==> config.mk <==
export PLATFORM = sky130hd
export DESIGN_NAME = lru_page_frame_mapper_core
export DESIGN_NICKNAME = d
export VERILOG_FILES = /design/src/hdl/lpfm_pkg.sv /design/src/hdl/lru_page_frame_mapper_core.sv /design/src/hdl/lpfm_ctrl.sv /design/src/hdl/lpfm_dpath.sv
export VERILOG_INCLUDE_DIRS = /design/src /design/src/hdl
export SDC_FILE = /design/constraint.sdc
export NUM_CORES = 1
export LEC_CHECK = 0
export BUFFER_PORTS_ARGS = -buffer_cell sky130_fd_sc_hd__buf_2
export CAP_MARGIN = 20
export CORE_MARGIN = 4
export CORE_UTILIZATION = 55
export CTS_CLUSTER_SIZE = 8
export DETAILED_ROUTE_END_ITERATION = 8
export MAX_ROUTING_LAYER = met4
export PLACE_DENSITY = 0.74
export SLEW_MARGIN = 20
export SYNTH_ARGS = -nofsm -noshare
export SYNTH_HDL_FRONTEND = slang
export SYNTH_HIERARCHICAL = 1
export SYNTH_SLANG_ARGS = --single-unit
==> constraint.sdc <==
create_clock -name clk -period 5.9 [get_ports clk]
set_input_delay 0.885 -clock clk [delete_from_list [all_inputs] [get_ports clk]]
set_output_delay 0.885 -clock clk [all_outputs]
set_load 0.05 [all_outputs]
==> src/hdl/lru_page_frame_mapper_core_macros.svh <==
// Assertion macros for the LRU page frame mapper.
// Used by the datapath; no other dependencies.
`ifndef LRU_PAGE_FRAME_MAPPER_CORE_MACROS_SVH
`define LRU_PAGE_FRAME_MAPPER_CORE_MACROS_SVH

// Concurrent property check, disabled while in reset.
`define LPFM_ASSERT(lbl, clk, rst_n, prop, msg) \
	lbl: assert property (@(posedge clk) disable iff (!rst_n) (prop)) else $error(msg);

// Antecedent implies consequent on the next cycle.
`define LPFM_ASSERT_NEXT(lbl, clk, rst_n, ante, cons, msg) \
	lbl: assert property (@(posedge clk) disable iff (!rst_n) (ante) |=> (cons)) else $error(msg);

`endif

==> src/hdl/lpfm_pkg.sv <==
// Shared types and constants for the LRU page frame mapper.
// No dependencies.
`timescale 1ns / 1ps

package lpfm_pkg;

	localparam int MAX_FRAMES_DEF = 4;
	localparam int PAGE_BITS_DEF  = 20;

	localparam int LPAGE_W       = 20;
	localparam int ADDR_W        = 20;
	localparam int FCNT_W        = 3;
	localparam int CFG_IDX_W     = 3;
	localparam int CFG_DATA_W    = 20;
	localparam int NUM_ADDR_REGS = 4;
	localparam int FA_IW         = 2;

	localparam logic [FCNT_W-1:0] FCNT_RESET = 3'd4;

	localparam logic [CFG_IDX_W-1:0] REG_FRAME_COUNT  = 3'd0;
	localparam logic [CFG_IDX_W-1:0] REG_FRAME_ADDR_0 = 3'd1;
	localparam logic [CFG_IDX_W-1:0] REG_FRAME_ADDR_1 = 3'd2;
	localparam logic [CFG_IDX_W-1:0] REG_FRAME_ADDR_2 = 3'd3;
	localparam logic [CFG_IDX_W-1:0] REG_FRAME_ADDR_3 = 3'd4;

	typedef enum logic {
		ST_IDLE,
		ST_UPDATE
	} state_t;

	typedef struct packed {
		logic capture;
		logic commit;
	} ctl_cmd_t;

endpackage

==> src/hdl/lru_page_frame_mapper_core.sv <==
// Top level of the LRU page frame mapper: controller plus datapath.
// Depends on lpfm_pkg, lpfm_ctrl, lpfm_dpath.
//
//  channel   strobe / handshake     payload
//  input     start && !busy         logical_page
//  result    done (one cycle)       phys_frame, was_hit
//  config    cfg_we                 cfg_index, cfg_wdata
//
// A new item is refused while busy: the search against all resident entries is done in the
// accept cycle and registered; the reorder and result register load follow in
// the next cycle. done pulses the cycle after, when a new item may already be taken.
// Reset clears occupancy and loads the config defaults; no clearing pass.
// done cannot be stalled.
`timescale 1ns / 1ps

module lru_page_frame_mapper_core
	import lpfm_pkg::*;
#(
	parameter int MAX_FRAMES = MAX_FRAMES_DEF,
	parameter int PAGE_BITS  = PAGE_BITS_DEF
) (
	input  logic                  clk,
	input  logic                  arst_n,
	input  logic                  start,
	output logic                  busy,
	input  logic [LPAGE_W-1:0]    logical_page,
	output logic                  done,
	output logic [ADDR_W-1:0]     phys_frame,
	output logic                  was_hit,
	input  logic                  cfg_we,
	input  logic [CFG_IDX_W-1:0]  cfg_index,
	input  logic [CFG_DATA_W-1:0] cfg_wdata
);

	ctl_cmd_t cmd;

	lpfm_ctrl u_ctrl (
		.clk    (clk),
		.arst_n (arst_n),
		.start  (start),
		.busy   (busy),
		.cmd    (cmd)
	);

	lpfm_dpath #(
		.MAX_FRAMES (MAX_FRAMES),
		.PAGE_BITS  (PAGE_BITS)
	) u_dpath (
		.clk          (clk),
		.arst_n       (arst_n),
		.cmd          (cmd),
		.cfg_we       (cfg_we),
		.cfg_index    (cfg_index),
		.cfg_wdata    (cfg_wdata),
		.logical_page (logical_page),
		.done         (done),
		.phys_frame   (phys_frame),
		.was_hit      (was_hit)
	);

endmodule

==> src/hdl/lpfm_ctrl.sv <==
// Controller for the LRU page frame mapper: capture / commit sequencing.
// Depends on lpfm_pkg.
`timescale 1ns / 1ps

module lpfm_ctrl
	import lpfm_pkg::*;
(
	input  logic     clk,
	input  logic     arst_n,
	input  logic     start,
	output logic     busy,
	output ctl_cmd_t cmd
);

	state_t state_q;
	state_t state_d;

	always_ff @(posedge clk or negedge arst_n) begin
		if (!arst_n) begin
			state_q <= ST_IDLE;
		end else begin
			state_q <= state_d;
		end
	end

	always_comb begin
		state_d     = state_q;
		busy        = 1'b0;
		cmd.capture = 1'b0;
		cmd.commit  = 1'b0;
		unique case (state_q)
			ST_IDLE: begin
				cmd.capture = start;
				if (start) begin
					state_d = ST_UPDATE;
				end
			end
			ST_UPDATE: begin
				busy       = 1'b1;
				cmd.commit = 1'b1;
				state_d    = ST_IDLE;
			end
		endcase
	end

endmodule

==> src/hdl/lpfm_dpath.sv <==
// Datapath for the LRU page frame mapper: config registers, resident list,
// match search, LRU reorder and result register. Depends on lpfm_pkg and the macros header.
`timescale 1ns / 1ps
`include "lru_page_frame_mapper_core_macros.svh"

module lpfm_dpath
	import lpfm_pkg::*;
#(
	parameter int MAX_FRAMES = MAX_FRAMES_DEF,
	parameter int PAGE_BITS  = PAGE_BITS_DEF
) (
	input  logic                  clk,
	input  logic                  arst_n,
	input  ctl_cmd_t              cmd,
	input  logic                  cfg_we,
	input  logic [CFG_IDX_W-1:0]  cfg_index,
	input  logic [CFG_DATA_W-1:0] cfg_wdata,
	input  logic [LPAGE_W-1:0]    logical_page,
	output logic                  done,
	output logic [ADDR_W-1:0]     phys_frame,
	output logic                  was_hit
);

	localparam int PW = (PAGE_BITS < LPAGE_W) ? PAGE_BITS : LPAGE_W;
	localparam int IW = (MAX_FRAMES > 1) ? $clog2(MAX_FRAMES) : 1;
	localparam int OW = $clog2(MAX_FRAMES + 1);

	logic [FCNT_W-1:0] fcnt_q;
	logic [ADDR_W-1:0] faddr_q [NUM_ADDR_REGS];

	logic [PW-1:0]         page_q;
	logic [MAX_FRAMES-1:0] match_s1;
	logic [MAX_FRAMES-1:0] match_d;
	logic [PW-1:0]         rpage_q  [MAX_FRAMES];
	logic [ADDR_W-1:0]     rframe_q [MAX_FRAMES];
	logic [OW-1:0]         occ_q;

	logic              done_q;
	logic [ADDR_W-1:0] frame_q;
	logic              hit_q;

	logic [OW-1:0]     cap;
	logic              hit;
	logic              room;
	logic              rotate;
	logic [IW-1:0]     pos;
	logic [IW-1:0]     shift_from;
	logic [OW-1:0]     last;
	logic [ADDR_W-1:0] new_frame;

	// configuration registers
	always_ff @(posedge clk or negedge arst_n) begin
		if (!arst_n) begin
			fcnt_q <= FCNT_RESET;
			for (int k = 0; k < NUM_ADDR_REGS; k++) begin
				faddr_q[k] <= ADDR_W'(k);
			end
		end else if (cfg_we) begin
			unique case (cfg_index)
				REG_FRAME_COUNT:  fcnt_q     <= cfg_wdata[FCNT_W-1:0];
				REG_FRAME_ADDR_0: faddr_q[0] <= cfg_wdata;
				REG_FRAME_ADDR_1: faddr_q[1] <= cfg_wdata;
				REG_FRAME_ADDR_2: faddr_q[2] <= cfg_wdata;
				REG_FRAME_ADDR_3: faddr_q[3] <= cfg_wdata;
				default: ;
			endcase
		end
	end

	// effective capacity: zero counts as one, saturate at MAX_FRAMES
	always_comb begin
		if (fcnt_q == '0) begin
			cap = OW'(1);
		end else if (int'(fcnt_q) > MAX_FRAMES) begin
			cap = OW'(MAX_FRAMES);
		end else begin
			cap = OW'(fcnt_q);
		end
	end

	// associative search against valid entries
	always_comb begin
		for (int i = 0; i < MAX_FRAMES; i++) begin
			match_d[i] = (OW'(i) < occ_q) && (rpage_q[i] == logical_page[PW-1:0]);
		end
	end

	always_ff @(posedge clk) begin
		if (cmd.capture) begin
			page_q   <= logical_page[PW-1:0];
			match_s1 <= match_d;
		end
	end

	// update decode
	always_comb begin
		pos = '0;
		for (int i = MAX_FRAMES - 1; i >= 0; i--) begin
			if (match_s1[i]) begin
				pos = IW'(i);
			end
		end
		hit        = |match_s1;
		room       = occ_q < cap;
		rotate     = hit || !room;
		shift_from = hit ? pos : '0;
		last       = occ_q - OW'(1);
		if (hit) begin
			new_frame = rframe_q[pos];
		end else if (room) begin
			new_frame = faddr_q[FA_IW'(occ_q)];
		end else begin
			new_frame = rframe_q[0];
		end
	end

	// resident list reorder / append
	always_ff @(posedge clk) begin
		if (cmd.commit) begin
			for (int i = 0; i < MAX_FRAMES; i++) begin
				if (rotate) begin
					if (OW'(i) == last) begin
						rpage_q[i]  <= page_q;
						rframe_q[i] <= new_frame;
					end else if (i < MAX_FRAMES - 1) begin
						if ((OW'(i) >= OW'(shift_from)) && (OW'(i) < last)) begin
							rpage_q[i]  <= rpage_q[i+1];
							rframe_q[i] <= rframe_q[i+1];
						end
					end
				end else if (OW'(i) == occ_q) begin
					rpage_q[i]  <= page_q;
					rframe_q[i] <= new_frame;
				end
			end
		end
	end

	always_ff @(posedge clk or negedge arst_n) begin
		if (!arst_n) begin
			occ_q  <= '0;
			done_q <= 1'b0;
		end else begin
			done_q <= cmd.commit;
			if (cmd.commit && !rotate) begin
				occ_q <= occ_q + OW'(1);
			end
		end
	end

	always_ff @(posedge clk) begin
		if (cmd.commit) begin
			frame_q <= new_frame;
			hit_q   <= hit;
		end
	end

	assign done       = done_q;
	assign phys_frame = frame_q;
	assign was_hit    = hit_q;

	`LPFM_ASSERT(a_done_after_commit, clk, arst_n, done_q |-> $past(cmd.commit), "result strobe without commit")
	`LPFM_ASSERT(a_occ_bound, clk, arst_n, occ_q <= OW'(MAX_FRAMES), "occupancy above MAX_FRAMES")
	`LPFM_ASSERT(a_unique_match, clk, arst_n, cmd.commit |-> $onehot0(match_s1), "duplicate resident page")
	`LPFM_ASSERT_NEXT(a_append_grows, clk, arst_n, cmd.commit && !rotate, occ_q == $past(occ_q) + OW'(1), "append did not grow occupancy")
	`LPFM_ASSERT_NEXT(a_rotate_keeps_occ, clk, arst_n, cmd.commit && rotate, $stable(occ_q), "reorder changed occupancy")

endmodule
==> Word level (Yosys, flattened, before mapping) <==
Memory sizes are Yosys's and may differ from the RTL's.
Index checks and enable logic that the tools add are counted.
{ "word_totals": {"ramBits": 160, "output_inout_bits": 23, "regBits": 133, "memories": 2, "wordCells": 157, "inputBits": 47} }
{ "mem_list": {"columns": ["name", "words", "word_bits", "rd", "rd_clocked_by_memory_dff", "wr", "line", "rtl"], "rows": [
  ["u_dpath.rframe_q", 4, 20, 5, 0, 4, "lpfm_dpath.sv:35", "logic [ADDR_W-1:0] rframe_q [MAX_FRAMES];"],
  ["u_dpath.rpage_q", 4, 20, 4, 0, 4, "lpfm_dpath.sv:34", "logic [PW-1:0] rpage_q [MAX_FRAMES];"]
]} }
{ "op_classes": {"bitwise_logic": 16, "n_eq_ne": 14, "n_mux": 77, "n_reduce_logical": 21, "n_lt_le_gt_ge": 13, "n_addsub": 2} }
{ "op_table": {"columns": ["operator", "count"], "rows": [
  ["$mux 20", 18],
  ["$eq 20x20->1", 4],
  ["$mux 1", 50],
  ["$bmux 20 s2", 1],
  ["$or 1x1->1", 14],
  ["$eq 2x3->1 const A", 4],
  ["$logic_not 3->1", 4],
  ["$lt 1x3->1 const A", 4],
  ["$mux 2", 5],
  ["$reduce_and 2->1", 5],
  ["$lt 2x3->1 const A", 3],
  ["$logic_and 1x1->1", 8],
  ["$eq 1x3->1 const A", 2],
  ["$eq 3x2->1 const B", 2],
  ["$mux 3", 2],
  ["$ge 1x2->1 const A", 2],
  ["$reduce_or 4->1", 1],
  ["$add 3x1->3 const B", 1],
  ["$eq 3x1->1 const B", 1],
  ["$eq 3x3->1 const B", 1],
  ["$ge 3x3->1 const B", 1],
  ["$gt 3x3->1 const B", 1],
  ["$lt 3x3->1", 1],
  ["$not 2->3", 1],
  ["other kinds (6)", 7]
]} }

==> Longest topological paths before layout <==
Gate-level depths: netlist of run 1.
{ "depth": {"word_depth": 14, "depth_mapped": 9, "mapped_depth_nobuf": 7} }

==> By module <==
The synthesis of run 1 kept the hierarchy.
{ "modules_own_cells": {"columns": ["module", "seq_area_each_um2", "cells_per_inst", "area_per_inst_um2", "n_inst"], "rows": [
  ["lpfm_dpath", 8339.2, 859, 13618.1, 1],
  ["lpfm_ctrl", 25.0, 4, 53.8, 1]
]} }

==> Worst setup path before layout of run 1 <==
OpenSTA, ideal clock, no wires.
{ "synth_timing": {"path_kind": "register to register", "from": "reg u_dpath.occ_q[1]", "to": "mem u_dpath.rframe_q[2][0] (enable)", "arrival_ps": 3787, "path_stages_with_launch": 9, "path_slack_ps": 1665, "required_time_ps": 5452, "path_buffers": 2, "synth_period_minus_slack_ps": 4235, "setup_ps": 448, "cell_sequence": "dfrtp_1 clkbuf_1 buf_2 inv_1 ha_1 or3_1 a21oi_1 a21oi_1 o2bb2ai_1"} }
{ "synth_lines": {"columns": ["item", "line", "rtl"], "rows": [
  ["start, declared", "lpfm_dpath.sv:36", "logic [OW-1:0] occ_q;"],
  ["start signal, assigned", "lpfm_dpath.sv:146", "occ_q <= occ_q + OW'(1);"],
  ["end, declared", "lpfm_dpath.sv:35", null]
]} }

==> impl.org, run 1 <==
** Logic synthesis
- Total of flip-flops plus latches after synthesis :: 293
- Post-synthesis share of cell area spent on xor and xnor gates :: roughly 5.3%
- Primary flip-flop cell chosen by synthesis mapping :: sky130_fd_sc_hd__edfxtp_1
- Mean area per synthesized cell :: about 16 um2
- After synthesis, the largest family of logic cells by area is multiplexers.
- The synthesized netlist devotes a little under 7% of its cell area to compound gates.
- Mux cell area share after synthesis :: about 20%
- Count of yosys warnings during synthesis :: 6
- Share of synthesized cell area in and, or, nand and nor gates :: under 10%
- Post-Synthesis Cells :: roughly 860
- Of the synthesized area, sequential elements account for between 60% and 70%.
- For this run, asynchronously set or reset flops after synthesis account for 30.0%.
- Counting flops with a built-in enable in the synthesized netlist gives between 200 and 250.
- Counting every net in the synthesized netlist gives just over 900.
- The cell area that synthesis handed to floorplanning was between 10000 and 15000 um2.
- Of the total synthesized cell area, the portion taken by full adders, half adders and majority gates is less than 1%.
- After synthesis, the netlist uses 50 different library cells.

** Critical path
- The worst setup path is launched from a flip-flop.
- Endpoint required time on the critical path :: a little over 6 ns
- Worst-path fanout max :: 31
- Crit path DAT :: a little over 4 ns
- STA classifies the critical path endpoint as a flip-flop.
- The worst setup path is of the flip-flop to flip-flop kind.

** Clocking
- Clock latency on the worst-skew pair, taken at its later pin, is between 0.5 and 0.6 ns.
- CTS saw between 200 and 300 sinks.
- Maximum clock path buffer count :: 3
- Clock slew at reported path FFs :: approximately 0.050 ns
- H-tree depth :: 2
- Clock buffer count from CTS :: 42
- Post-CTS timing repair inserted 0 buffers for setup.
- TritonCTS clock tree :: built
- CTS Root Buffer Type :: sky130_fd_sc_hd__clkbuf_16
- Number of resized instances in the post-cts repair step :: 0
- After clock tree synthesis, the flow added hold-fix buffers numbering 0.

** STA
- In the finished design, the share of the clock period the worst path needs comes to roughly 66%.
- The smallest clock period supported by the final layout is computed as 3.91 ns.
- Total count of hold-check failures in the final report :: 0
- Setup repair after global routing left no endpoint under its margin.
- Highest clock frequency the design can meet :: between 200 and 300 MHz
- In this run the tightest slew margin relative to its limit is 23.0%.
- The number of pins exceeding their max-slew limit in the final report is 0.
- Between clock sinks in the finished design, the worst skew comes to around 0.020 ns.
- Count of endpoints failing setup in the final report :: 0
- Fin Setup TNS :: 0 ns
- Worst setup margin :: around 2 ns
- Transition time at the pin with the least slew margin :: ~1.2 ns

** Global routing
- The number of global-route vias before repair came to between 8000 and 9000.
- Overall Global Routing Usage :: 22.5%
- Grt total ovfl :: 0
- Maximum number of pins on one net before global-route repair :: 89
- Antenna violations before repair :: 0
- First-pass GRT wire length :: around 48000 um

** Floorplan
- The floorplan step set the die width to between 150 and 200 um.
- The die is around 170 um tall.
- The region available for standard cell placement spans roughly 24000 um2.
- Pin placement for this block handled 70 I/O pins.
- Starting Density :: a little under three fifths
- Row generation in the floorplan step produced 57 rows.
- The die covers 27400 um2.

** Detailed routing
- After detailed routing, the number of vias per cell comes to slightly above 6.
- Summed over all layers, the routed wires come to 30100 um.
- In this run, the number of DRC markers left after iteration 0 of detailed routing was 617.
- Detail-routed net length per standard cell :: ~24 um
- The first detailed-routing pass ran for 5 iterations.
- Detailed-route via count :: approximately 8000
- In the routed design, unresolved DRC markers number 0.
- Post-route antenna net violation count :: 0

** Placement
- Detailed placement ended at an HPWL of ~19000 um.
- The count of buffers added on input and output ports is 69.
- Worst setup timing slack at the placement stage :: 1.92 ns
- In this run, placement finished with an instance count of about 1200.
- Routability-driven placement finished with a final weighted congestion of 0.854.
- Placed inst area :: 14400 um2

** Power and ir drop
- VDD sags by at most about 0.28 mV.
- Static Leakage :: ~5.7 nW
- Power Dens Cells :: around 460 nW/um2

** Run
- The tool flagged a number of max-cap violations equal to 0.

** Layout
- 0 antenna diodes ended up in the layout.
- Leaving out filler cells and counting taps, the final layout contains approximately 1300.
- With fillers left out, the area of the finished cells amounts to approximately 16000 um2.
- Fraction of final layout cells with drive strength greater than 1 :: approximately two fifths
- Area growth, synth to finish :: 13.8%
- The final layout contains 995 nets.

** Run status
- The run finished with clean final reports.

** Worst hold path
- The tightest min-delay check is of the primary input to async pin type.
state kept, by name, indices dropped and copies added (netlist names):
signal and cells:
u_dpath/rpage_q 80, u_dpath/phys_frame 20, u_dpath/rframe_q 80, u_ctrl/state_q 1
u_dpath/match_s1 4, u_dpath/page_q 20, u_dpath/done 1, u_dpath/was_hit 1
u_dpath/fcnt_q 3, u_dpath/occ_q 3, u_dpath/faddr_q 80
kinds of logic after synthesis:
logic type                 after synthesis
adders and majority gates                8
buffers and inverters                   61
AOI/OAI and AO/OA                      117
xor gates and xnor gates                83
muxes                                  223
DFF                                    293
and+or+nand+nor                         78
power breakdown:
group	internal [mW]	total, mW	switching, mW
logic	0.880	1.93	1.05
clock network	1.31	2.14	0.827
registers	2.82	3.10	0.279
layout by cell type (no fill, tap or decap), types with 20 or more instances in the layout:
| master | synthesis | routed |
|---|---|---|
| sky130_fd_sc_hd__clkbuf_16 | 0 | 43 |
| sky130_fd_sc_hd__a21boi_0 | 20 | 20 |
| sky130_fd_sc_hd__a2bb2oi_1 | 20 | 20 |
| sky130_fd_sc_hd__xnor2_1 | 29 | 29 |
| sky130_fd_sc_hd__xor2_1 | 54 | 54 |
| sky130_fd_sc_hd__and3_1 | 21 | 21 |
| sky130_fd_sc_hd__buf_2 | 14 | 68 |
| sky130_fd_sc_hd__mux2_2 | 196 | 196 |
| sky130_fd_sc_hd__o31a_1 | 20 | 20 |
| sky130_fd_sc_hd__edfxtp_1 | 205 | 205 |
| sky130_fd_sc_hd__dfrtp_1 | 83 | 82 |
| sky130_fd_sc_hd__a21oi_1 | 24 | 23 |
| sky130_fd_sc_hd__a221o_1 | 20 | 20 |
cell usage after synthesis (20+ instances only):
library cell / count / area share [%]
sky130_fd_sc_hd__a2bb2oi_1: 20 / 1.3
sky130_fd_sc_hd__edfxtp_1: 205 / 45
sky130_fd_sc_hd__xor2_1: 54 / 3.5
sky130_fd_sc_hd__a21boi_0: 20 / 1.1
sky130_fd_sc_hd__dfrtp_1: 83 / 15
sky130_fd_sc_hd__a221o_1: 20 / 1.5
sky130_fd_sc_hd__and3_1: 21 / 0.96
sky130_fd_sc_hd__clkbuf_1: 34 / 0.93
sky130_fd_sc_hd__a21oi_1: 24 / 0.88
sky130_fd_sc_hd__mux2_2: 196 / 16
sky130_fd_sc_hd__xnor2_1: 29 / 1.9
sky130_fd_sc_hd__o31a_1: 20 / 1.3
layer usage:
layer | track usage (%) | vias to the layer above | wire length (um) | part of all wire (%)
li1 | - | 3516 | - | -
met1 | 31.4 | 4129 | 13300 | 44
met2 | 35.0 | 251 | 14400 | 48
met3 | 3.55 | 61 | 1740 | 5.8
met4 | 6.42 | 0 | 724 | 2.4
met5 | - | - | 0 | 0
metrics by stage:
stage	power [mW]	utilization, %	hold slack, ns
after floorplan	4.46	-	0.454
after global placement	4.99	59.0	0.482
after detailed placement	5.05	59.0	0.488
after CTS	7.21	63.8	0.499
after global routing	7.49	63.8	0.478
final	7.16	63.8	0.426
cell type report:
cell class	count	area, um2
Timing Repair Buffer	86	492
Inverter	8	30.0
Multi-Input combinational cell	509	5110
Clock buffer	54	1120
Sequential cell	293	8370
Clock inverter	3	33.8
Tap cell	324	405
Fill cell	1816	8830
worst paths after layout:
| path | cells after the start | startpoint | slack (ns) | to |
|---|---|---|---|---|
| worst max-delay path | 7 | u_dpath/occ_q[0] | 1.99 | u_dpath/rframe_q[2][6] |
| worst min-delay path | 1 | arst_n | 0.43 | u_dpath/faddr_q[67] |
| worst max register to register | 7 | u_dpath/occ_q[0] | 1.99 | u_dpath/rframe_q[2][6] |
| worst min register to register | 1 | u_dpath/faddr_q[41] | 0.50 | u_dpath/faddr_q[41] |
| max in group asynchronous | 1 | arst_n | 4.91 | u_dpath/occ_q[0] |
| min in group clk | 1 | u_dpath/faddr_q[41] | 0.50 | u_dpath/faddr_q[41] |
worst max-delay path, cell delays in order (launching register included):
cell	delay, ns
sky130_fd_sc_hd__dfrtp_2	0.95
sky130_fd_sc_hd__inv_1	0.28
sky130_fd_sc_hd__ha_1	0.43
sky130_fd_sc_hd__or3_1	0.36
sky130_fd_sc_hd__a21oi_1	0.22
sky130_fd_sc_hd__a21oi_1	0.10
sky130_fd_sc_hd__o2bb2ai_4	0.82
sky130_fd_sc_hd__buf_4	0.39
(Power assumes the default switching activity.)
==> run 2, diff against run 1 <==
--- a/config.mk
+++ b/config.mk
@@ -13,7 +13,7 @@
 export CTS_CLUSTER_SIZE = 8
 export DETAILED_ROUTE_END_ITERATION = 8
 export MAX_ROUTING_LAYER = met4
-export PLACE_DENSITY = 0.74
+export PLACE_DENSITY = 0.77
 export SLEW_MARGIN = 20
 export SYNTH_ARGS = -nofsm -noshare
 export SYNTH_HDL_FRONTEND = slang
==> constraint.sdc (replaced) <==
create_clock -name clk -period 3.3 [get_ports clk]
set_input_delay 0.495 -clock clk [delete_from_list [all_inputs] [get_ports clk]]
set_output_delay 0.495 -clock clk [all_outputs]
set_load 0.05 [all_outputs]
==> impl.org, run 2 (synthesis gave the netlist of run 1 again) <==
** Run status
- The run finished with clean final reports.

** Layout
- The multi-input combinational cells in the finished layout cover a total of 5110 um2.
- Fraction of final layout cells with drive strength greater than 1 :: 39.0%
- The library cell used most frequently in the layout, excluding fill and tap cells, is sky130_fd_sc_hd__edfxtp_1.
- Summing all flip-flop and latch instances after layout gives approximately 8400 um2.
- The top cell types in the final layout, fill and taps aside, are 205 x sky130_fd_sc_hd__edfxtp_1, 196 x sky130_fd_sc_hd__mux2_2, 83 x sky130_fd_sc_hd__dfrtp_1.
- # diodes :: 0
- Biggest registers after layout :: u_dpath/faddr_q (80), u_dpath/rframe_q (80), u_dpath/rpage_q (80)
- Fill cell total of the finished layout :: between 1500 and 2000
- Layout net count :: between 1000 and 1500
- Area growth, synth to finish :: 15.5%

** Detailed routing
- Count of TritonRoute iterations in the first routing pass :: 7
- Starting DRT DRC Count :: about 750
- Final wirelength :: about 31000 um
- Detailed-route via count :: 8152
- After detailed routing, the number of vias per cell comes to ~6.2.
- For this run, design rule violations remaining after detail routing come to 0.
- After detailed routing, the average wire length per cell comes to about 24 um.
- Post-route antenna net violation count :: 0

** Clocking
- Number of resized instances in the post-cts repair step :: 0
- H-tree depth :: 2
- Source-to-sink clock delay at the later pin of the worst-skew pair :: approximately 0.52 ns
- CTS Root Buffer Type :: sky130_fd_sc_hd__clkbuf_16
- Once the clock tree was built, the setup fixing pass inserted 0 buffers.
- Clock buffer count from CTS :: between 40 and 50
- Clock-pin slew was measured on the worst setup and hold paths at ~0.050 ns.
- Counting every sink on the clock net gives 293.
- TritonCTS clock tree :: built
- Buffers inserted to repair hold after CTS numbered 0.
- Maximum clock path buffer count :: 3

** Global routing
- Grt total ovfl :: 0
- Met2 GRT Util :: a little over a third
- For this run, global-route usage on met3 was measured as 3.69%.
- Entering global routing, the biggest net connects just under 90 pins.
- Global routing used 22.7% of the available tracks.
- The global routing stage identified its most utilized layer as met2.
- Via count of the first global-routing pass :: about 8400
- Met1 track demand over resource :: 32.1%
- The initial antenna violation count came to 0.
- First-pass GRT wire length :: just under 50000 um

** Critical path
- For the worst setup path, the data required time is around 3.5 ns.
- Critical Path Sink Type :: flip-flop
- Cell count of the worst reg-to-reg path :: 7
- STA classifies the critical path startpoint as a flip-flop.
- Among the stages of the critical path, the cell type that occurs most often is sky130_fd_sc_hd__a21oi_1.
- The worst setup path is of the flip-flop to flip-flop kind.
- At the worst endpoint, the arrival time is roughly 3.3 ns.
- In this design, the stage delay of the slowest critical-path cell is ~0.64 ns.
- On the critical path, the stage with the largest delay is an instance of sky130_fd_sc_hd__o2bb2ai_4.
- Worst-path fanout max :: 19
- Cell-by-cell trace of the critical path :: inv_1 -> ha_1 -> or3_1 -> a21oi_1 -> a21oi_1 -> o2bb2ai_4 -> buf_4

** Placement
- Routability-driven placement finished with a final weighted congestion of around 0.90.
- Detailed placement ended at an HPWL of around 19000 um.
- Input and output buffers added on the ports amount to 69.

** Floorplan
- The initial utilization of the core area, before any placement, comes to 56.1%.
- From bottom edge to top edge, the die measures about 170 um.
- Core box area :: ~24000 um2
- Die area :: 27400 um2
- The initialized floorplan defines between 50 and 60 standard-cell rows.
- I/O Pins :: 70
- Floorplan die width :: 166 um

** STA
- Headroom to the max-slew limit came out at between 20% and 30%.
- The count of endpoints failing hold in the final timing report was 0.
- At the pin with the least slew margin, the transition time is approximately 1.1 ns.
- Highest clock frequency the design can meet :: approximately 320 MHz
- Clock Skew :: 0.0245 ns
- After layout, the minimum clock period comes to slightly above 3 ns.
- Final period util :: roughly 94%
- Setup violations remaining at the end of the flow were counted as 0.
- The number of pins exceeding their max-slew limit in the final report is 0.
- Setup repair after global routing left no endpoint under its margin.
- Fin Setup TNS :: 0 ns

** Power and ir drop
- Static Leakage :: 5.86 nW
- Highest ir drop seen on vdd :: approximately 0.52 mV
- The design draws around 13 mW.
- In this run the power density over the cells is between 800 and 900 nW/um2.

** Worst hold path
- HP Class :: primary input to async pin

** Run
- Max-cap violations in this run came to 0.
-- run 2: changes by cell type in the layout (fill, tap and decap cells not counted), sizes merged --
cell	delta
buf	+18
clkbuf	+12
inv	-2
clkinv	+1
-- run 2: layer usage --
metal  vias to the layer above  share of wire, %
met5                         -                 0
met4                         0               2.2
met1                      4200                44
met3                        60               6.8
met2                       329                47
li1                       3563                 -
-- run 2: path summary, 6_finish.rpt --
path / slack, ns / start / to
setup / recovery: 0.21 / u_dpath/occ_q[0] / u_dpath/rpage_q[2][17]
hold / removal: 0.02 / arst_n / u_dpath/faddr_q[27]
setup reg to reg: 0.21 / u_dpath/occ_q[0] / u_dpath/rpage_q[2][17]
hold reg to reg: 0.50 / u_dpath/faddr_q[43] / u_dpath/faddr_q[43]
max in group asynchronous: 2.73 / arst_n / u_dpath/faddr_q[15]
min in group clk: 0.25 / cfg_wdata[3] / u_dpath/faddr_q[43]
-- run 2: worst max-delay path: cells and delay by family (launching register included) --
kind / cells / cell delay, ns
AO/OA/AOI/OAI: 3 / 0.98
adder cells (fa/ha/maj): 1 / 0.39
buffers and inverters: 2 / 0.48
flip-flops: 1 / 0.55
AND/OR/NAND/NOR: 1 / 0.36
-- run 2: per-stage QoR --
step	hold slack (ns)	std cells	util, %	area, um2	setup slack, ns
3_3_place_gp	0.480	1238	59.8	14600	0.290
2_1_floorplan	0.199	863	-	13700	-0.0822
4_1_cts	0.207	1306	64.7	15800	0.237
5_1_grt	0.0758	1306	64.7	15800	0.0616
3_5_place_dp	0.484	1238	59.8	14600	0.251
6_report	0.0196	1306	64.7	15800	0.214
-- run 2: cell type report --
class	instances	share of cell area, %
clock buffer	66	7.42
clock inverter	2	0.206
timing repair buffer	104	4.29
tap	324	2.57
inverter	8	0.190
multi-input combinational	509	32.4
sequential	293	53.0
-- run 2: where the power goes --
part | switching (mW) | internal (mW)
clock | 1.48 | 2.41
combinational | 1.99 | 1.67
sequential | 0.446 | 5.03
total | 3.92 | 9.11
==> run 3, diff against run 2 <==
--- a/config.mk
+++ b/config.mk
@@ -6,6 +6,7 @@
 export SDC_FILE = /design/constraint.sdc
 export NUM_CORES = 1
 export LEC_CHECK = 0
+export ABC_AREA = 1
 export BUFFER_PORTS_ARGS = -buffer_cell sky130_fd_sc_hd__buf_2
 export CAP_MARGIN = 20
 export CORE_MARGIN = 4
@@ -13,7 +14,7 @@
 export CTS_CLUSTER_SIZE = 8
 export DETAILED_ROUTE_END_ITERATION = 8
 export MAX_ROUTING_LAYER = met4
-export PLACE_DENSITY = 0.77
+export PLACE_DENSITY = 0.76
 export SLEW_MARGIN = 20
 export SYNTH_ARGS = -nofsm -noshare
 export SYNTH_HDL_FRONTEND = slang
==> impl.org, run 3 <==
** Run status
- Run status :: finished clean

** Clocking
- H-tree depth :: 2
- TritonCTS clock tree :: built
- In this run the post-CTS setup repair buffer count came out at 0.
- The clock drives just under 300 sinks.
- For the worst-skew pair, the clock arrives at the later sink with an insertion delay of between 0.5 and 0.6 ns.
- Maximum clock path buffer count :: 3
- Clock buffer count from CTS :: between 40 and 50
- Clock-pin slew was measured on the worst setup and hold paths at 0.05 ns.
- Once the clock tree was built, the resizer swapped 0 gates to a different size.
- CTS Root Buffer Type :: sky130_fd_sc_hd__clkbuf_16
- Hold-fix buffer count after cts :: 0

** Power and ir drop
- Power Dens Cells :: between 800 and 900 nW/um2
- Summed over all cells, the static leakage comes to 7.58 nW.
- IR analysis of the VDD net gives a maximum drop of between 0.5 and 0.6 mV.
- Post-route total power :: about 14 mW

** Critical path
- Critical Path Stages :: 11
- Endpoint required time on the critical path :: about 3.6 ns
- Counting both buffers and inverters, the worst setup path holds a total of 3.
- Cell count of the worst reg-to-reg path :: 11
- By startpoint and endpoint, the worst setup path is classified as flip-flop to flip-flop.
- Reg-to-reg critical path endpoint :: u_dpath/rframe_q[0][11]
- In this run the worst path has a maximum fanout of 11.
- Beginning of the worst register-to-register path :: u_dpath/fcnt_q[2]
- Worst reg-to-reg setup slack :: about 0.5 ns
- On the critical path the largest part of the delay comes from simple AND/OR/NAND/NOR gates.
- CP max-delay cell :: sky130_fd_sc_hd__dfstp_2
- The worst setup path is captured at a flip-flop.
- Cell-by-cell trace of the critical path :: inv_1 -> ha_1 -> a21oi_1 -> nand2_1 -> inv_1 -> buf_4 -> nand3_1 -> nand2_1 -> nand2_1 -> nand2_1 -> nand2_1
- Crit path DAT :: about 3 ns
- The most numerous cell type found on the critical path is sky130_fd_sc_hd__nand2_1.
- The worst setup path is launched from a flip-flop.
- On the worst path, the slowest cell contributes a delay of ~0.53 ns.

** Layout
- Layout net count :: about 1800
- Most frequent cells in the layout :: 541 x sky130_fd_sc_hd__nand2_1, 205 x sky130_fd_sc_hd__edfxtp_1, 181 x sky130_fd_sc_hd__inv_1
- The number of antenna diodes in the final layout is 0.
- Final std cells w/o fill :: around 2100
- Fraction of final layout cells with drive strength greater than 1 :: a little over a tenth
- Most common cell after layout, fill and taps aside :: sky130_fd_sc_hd__nand2_1
- The area growth from synthesis to layout is 12.3%.
- The largest registers in the layout are u_dpath/faddr_q (80), u_dpath/rframe_q (80), u_dpath/rpage_q (80).

** Detailed routing
- Via density :: 5.74
- Across all layers, the routed design uses 12000 vias.
- Post-route antenna net violation count :: 0
- The pre-antenna-repair detailed-routing pass consisted of 6 iterations.
- DRC Markers :: 0
- Detail-routed net length per standard cell :: 18.4 um
- The final layout contains routed wiring with a total length of 38600 um.
- Starting DRT DRC Count :: about 1600

** Logic synthesis
- Among all cell types in the netlist, the one instantiated most often is sky130_fd_sc_hd__nand2_1.
- Post-Synthesis Cell Area :: between 10000 and 15000 um2
- In this run, synthesis produced a sequential element count of 293.
- The most used flip-flop cell after synthesis is sky130_fd_sc_hd__edfxtp_1.
- Area leader, netlist :: sky130_fd_sc_hd__edfxtp_1
- In the synthesized netlist, the number of instances is 1681.
- In this run the mean area of a mapped cell was slightly below 9 um2.
- Count of yosys warnings during synthesis :: 6
- Sorting the synthesized cells by area gives the leading types as sky130_fd_sc_hd__edfxtp_1 42%, sky130_fd_sc_hd__dfrtp_1 14%, sky130_fd_sc_hd__nand2_1 14%.
- Synthesis instantiated 35 different standard cells from the library.
- Total nets after synthesis :: approximately 1700
- Number of synthesized flops with an enable pin :: roughly 200
- Top post-synthesis cells by count :: 541 x sky130_fd_sc_hd__nand2_1, 205 x sky130_fd_sc_hd__edfxtp_1, 181 x sky130_fd_sc_hd__inv_1
- Area share of the leading cell type in the synthesized netlist :: 42.2%
- Sequential elements use 57.3% of the synthesized area.
- After synthesis, the share of flip-flops with an asynchronous set or reset is between 30% and 40%.

** Placement
- Routability-driven placement congestion ratio :: between 0.9 and 1
- Port bufs :: roughly 70
- The number of placed instances, taps included, is between 2000 and 2500.
- After legalization and detailed placement, the total HPWL measured between 20000 and 25000 um.

** Global routing
- Grt total ovfl :: 0
- Entering global routing, the biggest net connects between 80 and 90 pins.
- The number of global-route vias before repair was 11700.
- Overall Global Routing Usage :: 27.3%
- First-pass GRT wire length :: 61100 um
- Antenna violations before repair :: 0

** Floorplan
- Die Height :: ~170 um
- Floorplan die width :: 171 um
- The floorplan step defined a die boundary enclosing 29200 um2.
- Starting Density :: between 50% and 60%
- After floorplanning, the core was sized to cover around 26000 um2.
- The initialized floorplan defines 59 standard-cell rows.
- I/O Pins :: 70

** STA
- Headroom to the max-slew limit came out at between 40% and 50%.
- Subtracting the final worst setup slack from the clock period gives 2.79 ns.
- Dividing the final minimum period by the clock period gives roughly 85%.
- The count of endpoints failing hold in the final timing report is 0.
- Summed over all failing endpoints, the final setup total negative slack is 0 ns.
- Derived from the worst setup path, the maximum achievable clock frequency is between 300 and 400 MHz.
- Setup violations remaining at the end of the flow were counted as 0.
- RSZ-0062 raised after global routing :: no
- The number of pins exceeding their max-slew limit in the final report was 0.
- For the pin with the worst max-slew slack, the measured transition is between 0.7 and 0.8 ns.
- Clock Skew :: ~0.013 ns

** Run
- Max-Cap Viols :: 0

** Worst hold path
- HP Class :: primary input to async pin
-- run 3: per-stage QoR --
| stage | util [%] | setup slack (ns) | hold slack, ns | instance area, um2 |
|---|---|---|---|---|
| 2_1_floorplan | - | 0.328 | 0.199 | 14600 |
| 5_1_grt | 62.8 | 0.259 | 0.0768 | 16400 |
| 4_1_cts | 62.8 | 0.561 | 0.200 | 16400 |
| 6_report | 62.8 | 0.510 | 0.0261 | 16400 |
| 3_3_place_gp | 58.4 | 0.604 | 0.460 | 15200 |
| 3_5_place_dp | 58.4 | 0.560 | 0.469 | 15200 |
-- run 3: logic make-up after synthesis --
family	synth area share, %
buf+inv	7.92
xor+xnor	1.92
fa+ha+maj	0.686
compound gates	7.48
simple gates	24.7
flops	57.3
-- run 3: cell type report --
class | instances | area, um2
Sequential cell | 293 | 8370
Inverter | 187 | 702
Timing Repair Buffer | 105 | 647
Clock inverter | 4 | 38.8
Multi-Input combinational cell | 1113 | 5100
Fill cell | 2129 | 9680
Clock buffer | 57 | 1110
Tap cell | 335 | 419
-- run 3: worst register-to-register path: stages (launching register included) --
cell and delay [ns]:
sky130_fd_sc_hd__dfstp_2 0.53, sky130_fd_sc_hd__inv_1 0.05, sky130_fd_sc_hd__ha_1 0.31, sky130_fd_sc_hd__a21oi_1 0.22
sky130_fd_sc_hd__nand2_1 0.13, sky130_fd_sc_hd__inv_1 0.34, sky130_fd_sc_hd__buf_4 0.28, sky130_fd_sc_hd__nand3_1 0.24
sky130_fd_sc_hd__nand2_1 0.14, sky130_fd_sc_hd__nand2_1 0.14, sky130_fd_sc_hd__nand2_1 0.11, sky130_fd_sc_hd__nand2_1 0.05
-- run 3: worst max-delay path by stage --
stage,startpoint,end
floorplan,u_dpath/fcnt_q[2],u_dpath/rframe_q[3][0]
global placement,u_dpath/fcnt_q[2],u_dpath/rframe_q[2][10]
detailed placement,u_dpath/fcnt_q[2],u_dpath/rframe_q[0][11]
CTS,u_dpath/fcnt_q[2],u_dpath/rframe_q[0][11]
global route,u_dpath/fcnt_q[2],u_dpath/rframe_q[0][11]
finish,u_dpath/fcnt_q[2],u_dpath/rframe_q[0][11]
-- run 3: metal layers --
metal	share of wire, %	vias up	global-route usage [%]
met5	0	-	-
met4	3.1	0	9.34
met3	11	111	6.15
met2	45	640	40.6
met1	41	5675	37.4
li1	-	5594	-
-- run 3: power breakdown --
group / leakage (nW) / total (mW) / internal (mW) / switching, mW
registers: 3.01 / 5.68 / 5.19 / 0.491
clock network: 0.555 / 3.84 / 2.31 / 1.53
logic: 4.01 / 4.68 / 1.28 / 3.40
total: 7.58 / 14.2 / 8.78 / 5.42
